## src/hdl/gbt_ram.sv

```systemverilog
`default_nettype none

module gbt_ram #(
    parameter int WIDTH = 8,
    parameter int DEPTH = 64
) (
    input  wire logic                     aclk,
    input  wire logic                     wr_en,
    input  wire logic [$clog2(DEPTH)-1:0] wr_addr,
    input  wire logic [WIDTH-1:0]         wr_data,
    input  wire logic [$clog2(DEPTH)-1:0] rd_addr,
    output logic      [WIDTH-1:0]         rd_data
);

    logic [WIDTH-1:0] mem_reg [DEPTH];
    logic [WIDTH-1:0] rd_data_reg;

    always_ff @(posedge aclk) begin
        if (wr_en) begin
            mem_reg[wr_addr] <= wr_data;
        end
        rd_data_reg <= mem_reg[rd_addr];
    end

    assign rd_data = rd_data_reg;

endmodule

`default_nettype wire

```

## config.mk

```make
export PLATFORM = sky130hd
export DESIGN_NAME = gbt_ram
export DESIGN_NICKNAME = d
export VERILOG_FILES = /design/src/hdl/gbt_ram.sv
export SDC_FILE = /design/constraint.sdc
export NUM_CORES = 1
export LEC_CHECK = 0
export ABC_AREA = 0
export BUFFER_PORTS_ARGS = -buffer_cell sky130_fd_sc_hd__buf_4
export CORE_UTILIZATION = 50
export CTS_CLUSTER_SIZE = 14
export DETAILED_ROUTE_END_ITERATION = 8
export GPL_TIMING_DRIVEN = 0
export PLACE_DENSITY = 0.7
export SYNTH_ARGS = -nofsm -noshare
export SYNTH_HDL_FRONTEND = slang
export SYNTH_SLANG_ARGS = --single-unit
```

## constraint.sdc

```tcl
create_clock -name aclk -period 3.2 [get_ports aclk]
set_input_delay 0.64 -clock aclk [delete_from_list [all_inputs] [get_ports aclk]]
set_output_delay 0.64 -clock aclk [all_outputs]
set_load 0.1 [all_outputs]
```

Word-level counts from Yosys, hierarchy flattened
Memories as Yosys holds them, arrays and structs flattened. A register that Yosys moved wholly into a read port is not among the register bits.
Cells that the tools add are included.
Widths: inputs -> output; s select.
{ "classes": {"n_addsub": 0, "mul": 0, "n_div": 0, "n_lt_le_gt_ge": 0, "n_eq_ne": 0, "shift": 0, "mux": 2, "bitwise": 0, "reduce_logical": 0} }
{ "ops": {"columns": ["op", "count"], "rows": [
  ["$mux 1", 2]
]} }
{ "word_totals": {"register_bits": 0, "latchBits": 0, "mem_bits_rw": 512, "romBits": 0, "in_bits": 22, "out_inout_bits": 8, "word_cells": 3, "memories": 1} }
{ "memory_table": {"columns": ["memory", "depth", "width", "rd", "rd_clocked_by_memory_dff", "wr", "line", "rtl"], "rows": [
  ["mem_reg", 64, 8, 1, 1, 1, "15", "logic [WIDTH-1:0] mem_reg [DEPTH];"]
]} }

Logic depth before layout (Yosys ltp)
{ "depth": {"word_depth": 2, "depth_mapped": 9, "ltp_nobuf": 5} }

Worst setup path before layout
OpenSTA, ideal clock, no wires.
{ "synth_path": {"path_kind": "in2reg", "start": "input rd_addr[1]", "end": "register rd_data_reg[3], in the netlist rd_data[3] (read register of mem_reg)", "setup_ns": 0.128, "t_arrival_ns": 2.180, "required_time_ns": 3.072, "setup_slack_ns": 0.892, "cell_stages": 7, "path_buffers": 3, "cell_sequence": "buf_4 > buf_2 > buf_2 > mux4_2 > mux4_2 > o21ai_1 > o41ai_1"} }
{ "synth_rtl": {"columns": ["element", "line", "rtl"], "rows": [
  ["start: declaration", "11", "input wire logic [$clog2(DEPTH)-1:0] rd_addr,"],
  ["end: declaration", "16", "logic [WIDTH-1:0] rd_data_reg;"]
]} }

==> flow_summary.ini <==
[sta]
fin_setup_tns_ps = 0
drv_slew = 0
worst_slack_ps = 227
hold_viol = 0
tightest_slew_ps = 1240
hold_ws_ps = 479
period_minus_slack_ps = 2970
post-route-period-util_pct = 92.9
rsz0062_at_grt = false
fin_skew_ps = 14.5
maxSlewHeadroom_pct = 16.7
max_freq_mhz = 336
finalSetupViolCount = 0

[logic_synthesis]
yosys_warnings = 0
ys_ff_latch = 520
yosysSeqAreaShare_pct = 77.0
ys_dominant_reg_cell = edfxtp_1
synth_nets = 962
synth.distinct_cells = 40
synth-edff-count = 512
synthTopCellsByArea = edfxtp_1 76%, mux4_2 14%, nor2_1 1.5%, mux2i_1 1.1%, dfxtp_1 0.79%
syn_area_um2 = 20200
netlist_instances = 940
syn_area_per_cell_um2 = 21.5
synth_top_area_share_pct = 76.2
post-synth-top-area-cell = edfxtp_1
async_flop_share_pct = 0

[clock_network]
ctsResizeCount = 0
htreeDepth = 2
cts_tree = done
holdBufCountCts = 0
cts_setup_buffers = 0
clockBufferDepth = 3
cts.clk_slew.worst_paths_ps = 60
clock-sinks = 520
cts_buffers = 51
clk_latency_ps = 570
cts_root_buf = clkbuf_16

[drt]
routed_wl_um = 47100
vias = 9907
dr.pass1.iters = 5
postRouteAntennaNets = 0
avgViaCountPerCell = 6.28
drtIter0Drc = 1402
drc = 0
wire_per_inst_um = 29.9

[die]
dieArea_um2 = 41100
die_width_um = 203
coreArea_um2 = 39700
die_h_um = 203
rows = 73
io_pins = 30
start_util_pct = 50.8

[grt]
grt_first_pass_wirelength_um = 68200
grt_max_degree = 65
overflow = 0
grt_usage_pct = 23.5
antenna_found_initial = 1
grt_pass1_vias = 9900

[cells_and_area]
utilization_pct = 56.9
antenna_cells = 0
post_route_cells_drive_above_1_share_pct = 24.5
final_cell_mix = 512 x edfxtp_1, 126 x mux4_2, 83 x nor2_1, 53 x clkbuf_16, 36 x clkbuf_1
nets = 1036
layout_commonest_cell = edfxtp_1
largest_reg_flops = 512
synthToLayoutAreaGrowth_pct = 12.0

[placed_design]
dp_hpwl_um = 29500
dp_slack_ps = -284
io_buffers = 21
gp_congestion = 0.986

[run_status]
outcome = finished, final reports clean

[critical_path]
slowest_stage = clkbuf_1
crit_chain = buf_2 -> buf_4 -> clkbuf_1 -> buf_2 -> o221ai_1 -> o21a_1 -> o41ai_1
crit_family = buffers and inverters
max_stage_delay_ps = 660
cp_data_required_time_ps = 3590
worst-setup-path-type = input port to flop
crit_arrival_ps = 3360
cpMostUsedCell = buf_2
cp-end-kind = flop
crit_fanout = 10
crit_buf_inv = 4
startpoint_type = input port

[power_and_ir_drop]
powerDensity_nw_per_um2 = 631
ir_drop_mv = 0.367
leakagePower_nw = 7.01

[flow_run]
max_cap_violations = 0

[worst_hold_path]
hold_class = input port to flop
## final timing paths
path / startpoint / endpoint / slack, ps / cells past startpoint
setup / recovery: rd_addr[2] / rd_data[5] / 230 / 7
hold / removal: rd_addr[5] / rd_data[3] / 480 / 2
setup reg to reg: mem_reg[21][4] / rd_data[4] / 1020 / 5
hold reg to reg: mem_reg[6][7] / rd_data[7] / 940 / 4
## metrics by stage
stage / std cells / total power [mW] / instance area [um2]
6_report: 1577 / 14.2 / 22600
3_3_place_gp: 1486 / 8.52 / 21000
2_1_floorplan: 940 / 8.19 / 20200
4_1_cts: 1577 / 14.3 / 22600
5_1_grt: 1577 / 14.6 / 22600
3_5_place_dp: 1486 / 8.54 / 21000
## area by class of cell
cell class                      count  area, um2
Buffer                             51        317
Tap cell                          525        657
Sequential cell                   520      15500
Fill cell                        2867      17100
Multi-Input combinational cell    369       4320
Timing Repair Buffer               21        158
Clock buffer                       72       1400
Clock inverter                     19        215
## cell usage after synthesis, types with 4 or more instances
| master | instances |
|---|---|
| nor2b_1 | 14 |
| mux2_2 | 13 |
| o22ai_1 | 8 |
| a221oi_1 | 6 |
| clkbuf_1 | 17 |
| nand2_1 | 19 |
| o221ai_1 | 8 |
| mux2i_1 | 23 |
| nand2b_1 | 7 |
| nor3_1 | 7 |
| buf_1 | 4 |
| nand3_1 | 13 |
| nor2_1 | 83 |
| a211oi_1 | 4 |
| dfxtp_1 | 8 |
| mux4_2 | 126 |
| edfxtp_1 | 512 |
| buf_4 | 13 |
| buf_6 | 4 |
| buf_2 | 11 |
## layer usage
metal / track usage [%] / wire length, um
met1: 33.7 / 19100
met3: 4.38 / 4030
met2: 36.9 / 22600
met4: 7.20 / 1320
met5: 0 / 17
## cell families (layout without fill, tap and decap cells)
logic type | count (synthesis) | count (layout) | share of synthesized area [%]
AOI/OAI and AO/OA | 54 | 54 | 2.07
buffers and inverters | 51 | 163 | 1.57
DFF | 520 | 520 | 77.0
muxes | 162 | 162 | 15.9
and+or+nand+nor | 153 | 153 | 3.39
## report_power, final
part / switching (mW) / internal [mW] / total (mW)
clock network: 2.41 / 3.43 / 5.84
registers: 0.0137 / 7.54 / 7.55
logic: 0.575 / 0.278 / 0.853
total: 3.00 / 11.2 / 14.2
## worst reg2reg max path, stage by stage (launching register included)
cell,delay [ps]
edfxtp_1,360
mux4_2,480
mux2_2,310
o221a_2,290
nor3_1,360
o32ai_1,220
No activity file was read; power rests on OpenSTA's default activity.
