===== src/hdl/gbt_pkg.sv =====
`default_nettype none

package gbt_pkg;

    localparam int VERT_W = 6;
    localparam int REQ_W  = 2;
    localparam int STAT_W = 2;
    localparam int CFG_W  = 7;

    localparam int DEF_MAX_VERTICES = 64;
    localparam int DEF_MAX_DEGREE   = 8;

    localparam logic [CFG_W-1:0] CFG_RESET = 7'd64;

    localparam logic [REQ_W-1:0] REQ_EDGE = 2'd0;
    localparam logic [REQ_W-1:0] REQ_BFS  = 2'd1;
    localparam logic [REQ_W-1:0] REQ_DFS  = 2'd2;

    localparam logic [STAT_W-1:0] STAT_OK    = 2'd0;
    localparam logic [STAT_W-1:0] STAT_RANGE = 2'd1;
    localparam logic [STAT_W-1:0] STAT_FULL  = 2'd2;

    typedef struct packed {
        logic [VERT_W-1:0] vertex;
        logic              last;
        logic [STAT_W-1:0] status;
    } result_t;

endpackage

`default_nettype wire


===== src/hdl/gbt_out_reg.sv =====
`default_nettype none

module gbt_out_reg (
    input  wire logic                       aclk,
    input  wire logic                       aresetn,
    input  wire logic                       ld_valid,
    input  wire gbt_pkg::result_t           ld_data,
    output logic                            free,
    output logic                            m_valid,
    input  wire logic                       m_ready,
    output logic [gbt_pkg::VERT_W-1:0]      m_visited_vertex,
    output logic                            m_last_of_run,
    output logic [gbt_pkg::STAT_W-1:0]      m_status
);

    logic             vld_reg;
    gbt_pkg::result_t data_reg;

    // The slot is free when empty or when its beat leaves in this cycle.
    assign free = !vld_reg || m_ready;

    always_ff @(posedge aclk) begin
        if (!aresetn) begin
            vld_reg <= 1'b0;
        end else if (free) begin
            vld_reg <= ld_valid;
        end
        if (free && ld_valid) begin
            data_reg <= ld_data;
        end
    end

    assign m_valid          = vld_reg;
    assign m_visited_vertex = data_reg.vertex;
    assign m_last_of_run    = data_reg.last;
    assign m_status         = data_reg.status;

endmodule

`default_nettype wire


===== config.mk =====
export PLATFORM = sky130hd
export DESIGN_NAME = gbt_out_reg
export DESIGN_NICKNAME = d
export VERILOG_FILES = /design/src/hdl/gbt_pkg.sv /design/src/hdl/gbt_out_reg.sv
export SDC_FILE = /design/constraint.sdc
export NUM_CORES = 1
export LEC_CHECK = 0
export BUFFER_PORTS_ARGS = -buffer_cell sky130_fd_sc_hd__buf_2
export CAP_MARGIN = 0
export CORE_AREA = 10 10 47 49
export DETAILED_ROUTE_END_ITERATION = 16
export DIE_AREA = 0 0 57 59
export SETUP_SLACK_MARGIN = 0.4
export SYNTH_ARGS = -nofsm -noshare
export SYNTH_HDL_FRONTEND = slang
export SYNTH_SLANG_ARGS = --single-unit

===== constraint.sdc =====
create_clock -name aclk -period 1.15 [get_ports aclk]
set_clock_uncertainty 0.1 [all_clocks]
set_input_delay 0.23 -clock aclk [delete_from_list [all_inputs] [get_ports aclk]]
set_output_delay 0.23 -clock aclk [all_outputs]
set_load 0.02 [all_outputs]

# [After elaboration in Yosys (flattened, before gate mapping)]
# Cells that the tools add are included.
[word_totals] register_bits=10 output_inout_bits=11
[classes] reduce_logical=3
[ops] op="$logic_and 1x1->1" n=1
[ops] op="$logic_not 1->1" n=1
[ops] op="$logic_or 1x1->1" n=1

# [Depth between registers and ports, before layout]
# Gate-level depths: netlist (run 1).
[depth] ltp_word=3 depth_mapped=2 mapped_depth_nobuf=2

# [Worst setup path after synthesis (run 1)]
# No wires, ideal clock.
[synth_path] path_type="register to register" from="register vld_reg, in the netlist m_valid" to="register data_reg (netlist bit m_last_of_run) (enable)" t_arrival_ns=0.791 setup_slack_ns=0.009 stages_incl_launch_ff=3 n_path_buf=0 cell_sequence="dfxtp_1 -> nand2b_4 -> and2_4"
[synth_between] elab_chain_cells=3
[synth_lines] element="from (decl)" line="gbt_out_reg.sv:16" source="logic vld_reg;"
[synth_lines] element="from (signal assigned)" line="gbt_out_reg.sv:26" source="vld_reg <= ld_valid;"
[synth_lines] element="$logic_not 1->1" line="gbt_out_reg.sv:20" source="assign free = !vld_reg || m_ready;"
[synth_lines] element="$logic_or 1x1->1" line="gbt_out_reg.sv:20"
[synth_lines] element="via free" line="gbt_out_reg.sv:8" source="output logic free,"
[synth_lines] element="$logic_and 1x1->1" line="gbt_out_reg.sv:28" source="if (free && ld_valid) begin"
[synth_lines] element="to (signal assigned)" line="gbt_out_reg.sv:29" source="data_reg <= ld_data;"
[synth_lines] element="to (decl)" line="gbt_out_reg.sv:17" source="gbt_pkg::result_t data_reg;"
# The timed path passes the listed nets, and every way through them passes these cells.
# A chain may end at the register's enable or synchronous reset.

# [Worst setup path in the final report (run 1)]
[layout_path] from="register vld_reg, in the netlist m_valid" to="output free"
[layout_between] elab_chain_cells=2
[layout_lines] element="$logic_not 1->1" line="gbt_out_reg.sv:20"
[layout_lines] element="$logic_or 1x1->1" line="gbt_out_reg.sv:20"
[layout_lines] element="to (decl)" line="gbt_out_reg.sv:8"
# Every way passes these cells.

==> Flow_metrics.wiki, run 1 <==
{| class="wikitable"
! Metric !! Value
|-
| Setup repair after global routing missed its margin || yes
|-
| Crit end category || output port
|-
| Number of buffer cells added on primary ports || 23
|-
| Comb pwr share || 15.2%
|-
| Part of the power in registers || 54.4%
|-
| Synthesized flop and latch total || 10
|-
| H-tree depth reported by CTS || 1
|-
| Initial cell density of the core || 23.4%
|-
| Clock sinks || 10
|-
| Number of hold buffers added after cts || 0
|-
| Run status || complete, no violations
|-
| Total power consumption of the routed design || between 700 and 800 µW
|-
| Buffer cell driving the clock tree root || clkbuf_4
|-
| Warnings, synthesis || 0
|-
| First-pass GRT wire length || 1220 µm
|-
| Width of the die || roughly 57 µm
|-
| Crit Path Category || flip-flop to output port
|-
| Antenna-violating nets left || 0
|-
| Total CTS buffers || 3
|-
| Portion of netlist area occupied by mux cells || 0%
|-
| Slew at the pin closest to its max-slew limit || 0.112 ns
|-
| Post-synthesis area per instance || 23.4 µm²
|-
| # DRC || 0
|-
| Combinational family with the most area after synthesis || simple AND/OR/NAND/NOR gates
|-
| Power per cell area || approximately 1400 nW/µm²
|-
| Final number of hold-violating endpoints || 0
|-
| Leakage power total || 0.258 nW
|-
| Via count of the first global-routing pass || 291
|-
| Number of top-level design ports || 24
|-
| Total global routing overflow || 0
|-
| Number of diodes || 0
|-
| Portion of the post-synthesis area used by sequential elements || 88.5%
|-
| Hold WC Path Type || primary input to flip-flop
|-
| Maximum number of pins on one net before global-route repair || 7
|-
| Average routed wire per standard cell || 13.6 µm
|-
| Share of power burned in the clock network || 30.4%
|-
| Insertion delay of the later-clocked pin in the worst-skew pair || between 0.2 and 0.3 ns
|-
| Cell area reported after detailed placement || 467 µm²
|-
| Share of layout cells above drive strength 1 || 75.0%
|-
| Fraction of the mapped netlist area in compound gates || 3.44%
|-
| Synthesized netlist net count || 27
|-
| Vert. Die Dim || 59 µm
|-
| Area share of xor/xnor cells in the synthesized design || 0%
|-
| Setup-violating endpoint count in the final report || 0
|-
| Simple-gate share of the synthesized area || 6.87%
|-
| Number of distinct library cells after synthesis || 6
|-
| Psw || 179 µW
|-
| Final net count || between 50 and 60
|-
| Hold_ws || 0.0424 ns
|-
| Proportion of total power due to net switching || 22.7%
|-
| Maximum operating frequency || 890 MHz
|-
| Worst VDD drop || 0.567 mV
|-
| Core area || roughly 1400 µm²
|-
| Required time reported for the critical path endpoint || 0.82 ns
|-
| Total via count after detailed routing || 237
|-
| Antenna violations before repair || 0
|-
| Non-filler instance count after layout || 60
|-
| Total wirelength of the detailed-routed design || between 800 and 900 µm
|-
| Netlist area before placement || 328 µm²
|-
| Maximum buffer depth of the clock tree || 2
|-
| Number of placement rows || 14
|-
| 1st-iter DRT viols || 0
|-
| Worst-path maximum fanout || 2
|-
| Clock tree from TritonCTS || done
|-
| Total negative setup slack || 0 ns
|-
| Layout-stage area growth over the synthesis result || 76.7%
|-
| Global placement routability congestion || 0.597
|-
| First-pass iteration count of the detailed router || 1
|-
| Number of instances in the placed design || 53
|-
| Startpoint type of the worst setup path || flip-flop
|-
| Pins Over Slew Limit || 0
|-
| Layout Cell Area excl Fill || 579 µm²
|-
| Final period utilization || between 90% and 100%
|-
| Data arrival, critical path || 0.79 ns
|-
| Via-to-Cell Ratio || approximately 4
|-
| Maxcap violations || 0
|-
| Adder-cell share of the synthesized area || 0%
|-
| Cell count after synthesis || 14
|-
| Total Routing Usage GR || 5.05%
|-
| Final critical-path required period || 1.12 ns
|-
| Clock slew at the register clock pins of the worst setup and hold paths || 0.06 ns
|-
| Internal Dissipation || 611 µW
|-
| Die outline area || 3360 µm²
|-
| Relative slew slack || 92.6%
|}
[power by group through the flow]
stage	Combinational (mW)	Sequential [mW]	Clock [mW]
6_report	0.120	0.430	0.241
5_1_grt	0.129	0.432	0.275
4_1_cts	0.109	0.428	0.253
3_5_place_dp	0.0910	0.434	0
3_3_place_gp	0.0897	0.434	0
2_1_floorplan	0.0183	0.462	0
[per-stage QoR]
step | utilization (%) | setup slack, ns
finish | 41.3 | 0.0261
global route | 41.3 | -0.0199
CTS | 38.7 | 0.0118
detailed placement | 33.3 | 0.108
global placement | 33.3 | 0.125
floorplan | - | 0.0829
[layer usage]
metal / routed length (µm) / part of all wire (%) / GRT usage, %
met4: 0 / 0 / 2.01
met3: 104 / 13 / 5.58
met5: 0 / 0 / 0
met1: 230 / 28 / 3.03
met2: 483 / 59 / 9.15
[worst paths after layout]
kind	slack [ns]	cells after the start	start	to
max	0.03	2	m_valid	free
max reg2reg	0.07	3	m_valid	m_visited_vertex[3]
min	0.04	1	ld_data[2]	m_last_of_run
min reg2reg	0.60	4	m_valid	m_valid
[cells by family after synthesis]
logic type / Yosys count
flip-flops: 10
buffers and inverters: 1
AND/OR/NAND/NOR: 2
AO/OA/AOI/OAI: 1
[area by class of cell]
| class | instances | area [µm²] |
|---|---|---|
| Clock buffer | 3 | 22.5 |
| Inverter | 1 | 3.75 |
| Fill cell | 146 | 822 |
| Timing Repair Buffer | 25 | 193 |
| Multi-Input combinational cell | 4 | 42.5 |
| Clock inverter | 1 | 3.75 |
| Sequential cell | 10 | 294 |
| Tap cell | 16 | 20.0 |
[sequential cells by signal (all words and copies together) (netlist names)]
signal / cells
m_status: 2
m_visited_vertex: 6
m_valid: 1
m_last_of_run: 1
[synth_stat cells (all sizes together)]
cell,n,share of area (%)
edfxtp,9,82
inv,1,1.1
a21boi,1,3.4
dfxtp,1,6.1
nand2b,1,4.2
and2,1,2.7
[cells in the final DEF (no fill, tap or decap)]
| cell type | synthesis | layout |
|---|---|---|
| and2_4 | 1 | 2 |
| inv_1 | 1 | 1 |
| a21boi_2 | 1 | 1 |
| buf_6 | 0 | 10 |
| dfxtp_4 | 0 | 1 |
| nand2b_4 | 1 | 1 |
| buf_2 | 0 | 13 |
| edfxtp_1 | 9 | 9 |
| clkbuf_4 | 0 | 3 |
| buf_4 | 0 | 2 |
| clkinv_1 | 0 | 1 |
[critical path, cell delays in order (launching register included)]
cell,delay [ns]
dfxtp_4,0.35
nand2b_4,0.05
buf_6,0.13
[what timing repair did]
item	CTS	global route
pin swaps	1	1
setup endpoints to repair	20	21
cloned	1	0
resized for setup	9	12
buffers inserted	2	0
Power figures use the tool's default switching activity.
==> run 2: changes to the inputs <==
--- a/config.mk
+++ b/config.mk
@@ -10,6 +10,7 @@
 export CORE_AREA = 10 10 47 49
 export DETAILED_ROUTE_END_ITERATION = 16
 export DIE_AREA = 0 0 57 59
+export MAX_ROUTING_LAYER = met4
 export SETUP_SLACK_MARGIN = 0.4
 export SYNTH_ARGS = -nofsm -noshare
 export SYNTH_HDL_FRONTEND = slang
==> run 2 against run 1 <==
Against the previous run:
- combinational power about the same
- routed wire length is the same
- worst setup slack worse by 0.00075 ns
- total power is essentially flat
- core utilization unchanged
- count of clock-buffer cells in the layout is the same
- flip-flop and latch count unchanged
- die area unchanged
- critical path depth stayed put
- non-clock buffer count unchanged
- worst hold slack barely moved
- cell area stayed put
- critical endpoint unchanged
==> Flow_metrics.wiki, run 2 (synthesized netlist as in run 1, its figures left out) <==
{| class="wikitable"
! Metric !! Value
|-
| Total CTS buffers || 3
|-
| Crit Path Category || flip-flop to output port
|-
| Power per cell area || 1370 nW/µm²
|-
| Worst VDD drop || about 0.57 mV
|-
| Most frequent standard cell in the layout excluding fill and tap cells || buf_2
|-
| Worst-path maximum fanout || 2
|-
| Final number of hold-violating endpoints || 0
|-
| Hold WC Path Type || primary input to flip-flop
|-
| Commonest cells after routing, fill and taps aside || buf_2, buf_6, edfxtp_1
|-
| Pins Over Slew Limit || 0
|-
| Hold_ws || approximately 0.042 ns
|-
| Maximum number of pins on one net before global-route repair || 7
|-
| Total power consumption of the routed design || 791 µW
|-
| Run status || complete, no violations
|-
| Clock tree from TritonCTS || done
|-
| 1st-iter DRT viols || 0
|-
| Wire length on met2 || 483 µm
|-
| Share of the core filled with cells || 41.3%
|-
| Layout-stage area growth over the synthesis result || 76.7%
|-
| Final critical-path required period || 1.12 ns
|-
| Via-to-Cell Ratio || approximately 4
|-
| Die outline area || approximately 3400 µm²
|-
| Final net count || 58
|-
| First-pass iteration count of the detailed router || 1
|-
| Number of top-level design ports || 24
|-
| Initial cell density of the core || 23.4%
|-
| H-tree depth reported by CTS || 1
|-
| Number of diodes || 0
|-
| Maximum operating frequency || 889 MHz
|-
| Wl on met1 || ~270 µm
|-
| Top layer in use || met3
|-
| Number of hold buffers added after cts || 0
|-
| Total wirelength of the detailed-routed design || 818 µm
|-
| Antenna violations before repair || 0
|-
| Non-filler instance count after layout || 60
|-
| Final period utilization || 97.8%
|-
| Number of placement rows || 14
|-
| Share of layout cells above drive strength 1 || between 70% and 80%
|-
| Total Routing Usage GR || 5.19%
|-
| Buffer cell driving the clock tree root || clkbuf_4
|-
| Leakage power total || about 0.26 nW
|-
| Slew at the pin closest to its max-slew limit || 0.112 ns
|-
| Number of flip-flops in the largest register || 6
|-
| Required time reported for the critical path endpoint || 0.82 ns
|-
| Setup repair after global routing missed its margin || yes
|-
| Number of filler instances in the final layout || 146
|-
| Antenna-violating nets left || 0
|-
| Maximum buffer depth of the clock tree || 2
|-
| Global placement routability congestion || 0.601
|-
| Clock slew at the register clock pins of the worst setup and hold paths || 0.06 ns
|-
| Insertion delay of the later-clocked pin in the worst-skew pair || roughly 0.26 ns
|-
| Via count of the first global-routing pass || between 200 and 300
|-
| Startpoint type of the worst setup path || flip-flop
|-
| Width of the die || approximately 57 µm
|-
| Total via count after detailed routing || approximately 240
|-
| Storage element area || 294 µm²
|-
| Average routed wire per standard cell || ~14 µm
|-
| Relative slew slack || 92.6%
|-
| Vert. Die Dim || 59 µm
|-
| # DRC || 0
|-
| Crit end category || output port
|-
| Maxcap violations || 0
|-
| Number of instances in the placed design || 53
|-
| Number of buffer cells added on primary ports || 23
|-
| Multi-input combinational cell area || 42.5 µm²
|-
| Total global routing overflow || 0
|-
| Clock sinks || 10
|-
| Setup-violating endpoint count in the final report || 0
|-
| Routed wl met3 || between 60 and 70 µm
|-
| Data arrival, critical path || 0.79 ns
|-
| First-pass GRT wire length || 1210 µm
|-
| Core area || roughly 1400 µm²
|-
| Total negative setup slack || 0 ns
|}
==> run 2: worst paths after layout <==
kind	cells past startpoint	slack (ns)	startpoint	endpoint
max	2	0.03	m_valid	free
min reg2reg	4	0.60	m_valid	m_valid
min	1	0.04	ld_data[2]	m_last_of_run
max reg2reg	3	0.07	m_valid	m_visited_vertex[3]
==> run 2: repair_timing <==
item	CTS	global route
setup endpoints to repair	20	21
setup buffers	2	0
resized for setup	9	12
pin swaps	1	1
gates cloned	1	0
==> run 2: worst max-delay path: stages, from the launching register on <==
cell and delay (ns):
dfxtp_4 0.35, nand2b_4 0.06, buf_6 0.13
==> run 2: cell type report <==
cell class | count | share of cell area (%)
sequential | 10 | 50.8
clock inverter | 1 | 0.648
multi-input combinational | 4 | 7.34
timing repair buffer | 25 | 33.3
clock buffer | 3 | 3.89
tap | 16 | 3.46
inverter | 1 | 0.648
==> run 2: per-stage QoR <==
stage / area [µm²] / setup slack [ns]
floorplan: 332 / 0.0829
global placement: 467 / 0.125
detailed placement: 467 / 0.108
CTS: 542 / 0.0118
global route: 579 / -0.0199
finish: 579 / 0.0253
==> run 2: power breakdown <==
part / leakage [nW] / internal (mW) / switching [mW]
Sequential: 0.0960 / 0.421 / 0.00973
Clock: 0.0154 / 0.125 / 0.115
Combinational: 0.146 / 0.0656 / 0.0543
Total: 0.258 / 0.611 / 0.179
==> run 2: metal layers <==
metal  global-route usage, %  vias up
li1                        -      111
met1                    3.64      113
met2                    9.15       13
met3                    4.51        0
met4                    2.01        0
met5                       -        -
==> run 3: changes to the inputs <==
==> constraint.sdc (replaced) <==
create_clock -name aclk -period 1.3 [get_ports aclk]
set_clock_uncertainty 0.1 [all_clocks]
set_input_delay 0.26 -clock aclk [delete_from_list [all_inputs] [get_ports aclk]]
set_output_delay 0.26 -clock aclk [all_outputs]
set_load 0.02 [all_outputs]
==> run 3 against run 2 <==
Against the previous run:
- via count stayed put
- worst setup slack better by 0.10 ns
- global-route usage decreased by 0.26 points
- die area unchanged
- largest cell class unchanged
- largest power group unchanged
==> Flow_metrics.wiki, run 3 (synthesized netlist as in run 1, its figures left out) <==
{| class="wikitable"
! Metric !! Value
|-
| Total power consumption of the routed design || 685 µW
|-
| First-pass GRT wire length || 1190 µm
|-
| Most frequent standard cell in the layout excluding fill and tap cells || buf_2
|-
| Required time reported for the critical path endpoint || 0.94 ns
|-
| Setup repair after global routing missed its margin || yes
|-
| First-pass iteration count of the detailed router || 3
|-
| Total Routing Usage GR || approximately 5%
|-
| Run status || complete, no violations
|-
| Pins Over Slew Limit || 0
|-
| Antenna violations before repair || 0
|-
| Hold Path End || m_visited_vertex[1]
|-
| Number of flip-flops in the largest register || 6
|-
| Worst-path maximum fanout || 1
|-
| Number of top-level design ports || 24
|-
| Final critical-path required period || 1.17 ns
|-
| Source of the worst register-to-register timing path || m_valid
|-
| Maximum buffer depth of the clock tree || 2
|-
| Antenna-violating nets left || 0
|-
| Die outline area || 3360 µm²
|-
| Clock tree from TritonCTS || done
|-
| Crit-path leading delay family || flip-flops
|-
| Crit Path Category || flip-flop to output port
|-
| Maximum number of pins on one net before global-route repair || 10
|-
| Global placement routability congestion || about 0.66
|-
| Setup slack, reg-to-reg || 0.23 ns
|-
| Slew at the pin closest to its max-slew limit || ~0.11 ns
|-
| Min-Delay Startpoint || ld_data[4]
|-
| Detailed placement HPWL || 645 µm
|-
| Number of hold buffers added after cts || 0
|-
| Share of layout cells above drive strength 1 || 75.0%
|-
| Width of the die || 57 µm
|-
| Leakage power total || 0.251 nW
|-
| Via count of the first global-routing pass || about 270
|-
| Hold WC Path Type || primary input to flip-flop
|-
| Startpoint type of the worst setup path || flip-flop
|-
| Cell area reported after detailed placement || 467 µm²
|-
| Crit end category || output port
|-
| Cell-by-cell listing of the critical path || buf_2
|-
| Clock sinks || 10
|-
| Relative slew slack || 92.6%
|-
| Master of the slowest instance on the critical path || edfxtp_1
|-
| Average routed wire per standard cell || 13.2 µm
|-
| R2r worst-path depth || 3
|-
| Maximum cell stage delay along the critical path || between 0.3 and 0.4 ns
|-
| Worst VDD drop || 0.541 mV
|-
| Number of diodes || 0
|-
| Clock slew at the register clock pins of the worst setup and hold paths || around 0.06 ns
|-
| Number of placement rows || 14
|-
| Total global routing overflow || 0
|-
| Share of the core filled with cells || 40.0%
|-
| Via-to-Cell Ratio || 3.95
|-
| Setup-violating endpoint count in the final report || 0
|-
| Layout Cell Area excl Fill || roughly 560 µm²
|-
| Maxcap violations || 0
|-
| Final net count || 58
|-
| Maximum operating frequency || 852 MHz
|-
| Hold_ws || 0.0760 ns
|-
| Power per cell area || around 1200 nW/µm²
|-
| Total wirelength of the detailed-routed design || 794 µm
|-
| Total CTS buffers || 3
|-
| 1st-iter DRT viols || 2
|-
| Data arrival, critical path || 0.81 ns
|-
| Initial cell density of the core || between 20% and 30%
|-
| Buffer cell driving the clock tree root || clkbuf_4
|-
| Vert. Die Dim || 59 µm
|-
| Count of cells along the worst hold path || 1
|-
| Insertion delay of the later-clocked pin in the worst-skew pair || 0.25 ns
|-
| Total negative setup slack || 0 ns
|-
| Layout-stage area growth over the synthesis result || 71.0%
|-
| Commonest cells after routing, fill and taps aside || buf_2, edfxtp_1, buf_6
|-
| H-tree depth reported by CTS || 1
|-
| Number of buffer cells added on primary ports || 23
|-
| # DRC || 0
|-
| Number of filler instances in the final layout || about 150
|-
| Worst flop-to-flop path endpoint || m_status[1]
|-
| Core area || 1400 µm²
|-
| Final number of hold-violating endpoints || 0
|-
| Final period utilization || 90.3%
|-
| Total via count after detailed routing || around 240
|-
| Count of buffer and inverter cells on the critical path || 1
|}
-- run 3: cell counts in the layout (fill, tap and decap cells not counted) --
Identical to the previous run, type by type.
-- run 3: worst register-to-register path, delay by kind of cell, from the launching register on --
family                 cells  cell delay (ns)
and+or+nand+nor            2             0.24
DFF                        1             0.35
buffers and inverters      1             0.10
-- run 3: stage by stage --
step                cells  worst slack [ns]
floorplan              14             0.232
global placement       53             0.243
detailed placement     53             0.227
CTS                    57             0.115
global route           60            0.0896
finish                 60             0.126
-- run 3: worst max path at each step --
| stage | to | cells past startpoint | slack [ns] | startpoint |
|---|---|---|---|---|
| after detailed placement | m_status[1] | 3 | 0.23 | m_ready |
| after floorplan | m_last_of_run | 2 | 0.23 | m_valid |
| final | m_visited_vertex[1] | 1 | 0.13 | m_visited_vertex[1] |
| after global placement | m_status[1] | 3 | 0.24 | m_ready |
| after CTS | m_visited_vertex[1] | 1 | 0.12 | m_visited_vertex[1] |
| after global routing | m_visited_vertex[4] | 1 | 0.09 | m_visited_vertex[4] |
-- run 3: per-layer routing --
layer  track usage, %  vias to the layer above  part of all wire [%]
met5                -                        -                     0
li1                 -                      115                     -
met3             3.00                        2                    14
met4             4.03                        0                  0.76
met2             5.27                       19                    37
met1             6.09                      101                    48
-- run 3: area by class of cell --
cell class	instances	area (µm²)	area share [%]
clock inverter	1	3.75	0.670
timing repair buffer	25	174	31.0
clock buffer	3	22.5	4.02
sequential	10	294	52.5
multi-input combinational	4	42.5	7.59
inverter	1	3.75	0.670
tap	16	20.0	3.57
-- run 3: repair_timing --
item | CTS | global route
pin swaps | 0 | 1
cloned | 0 | 1
gates resized for setup | 6 | 9
buffers inserted | 0 | 2
setup endpoints to repair | 20 | 20
-- run 3: where the power goes --
group | leakage, nW | internal [mW] | switching [mW]
sequential | 0.0960 | 0.372 | 0.00836
combinational | 0.139 | 0.0521 | 0.0482
clock | 0.0154 | 0.110 | 0.0943
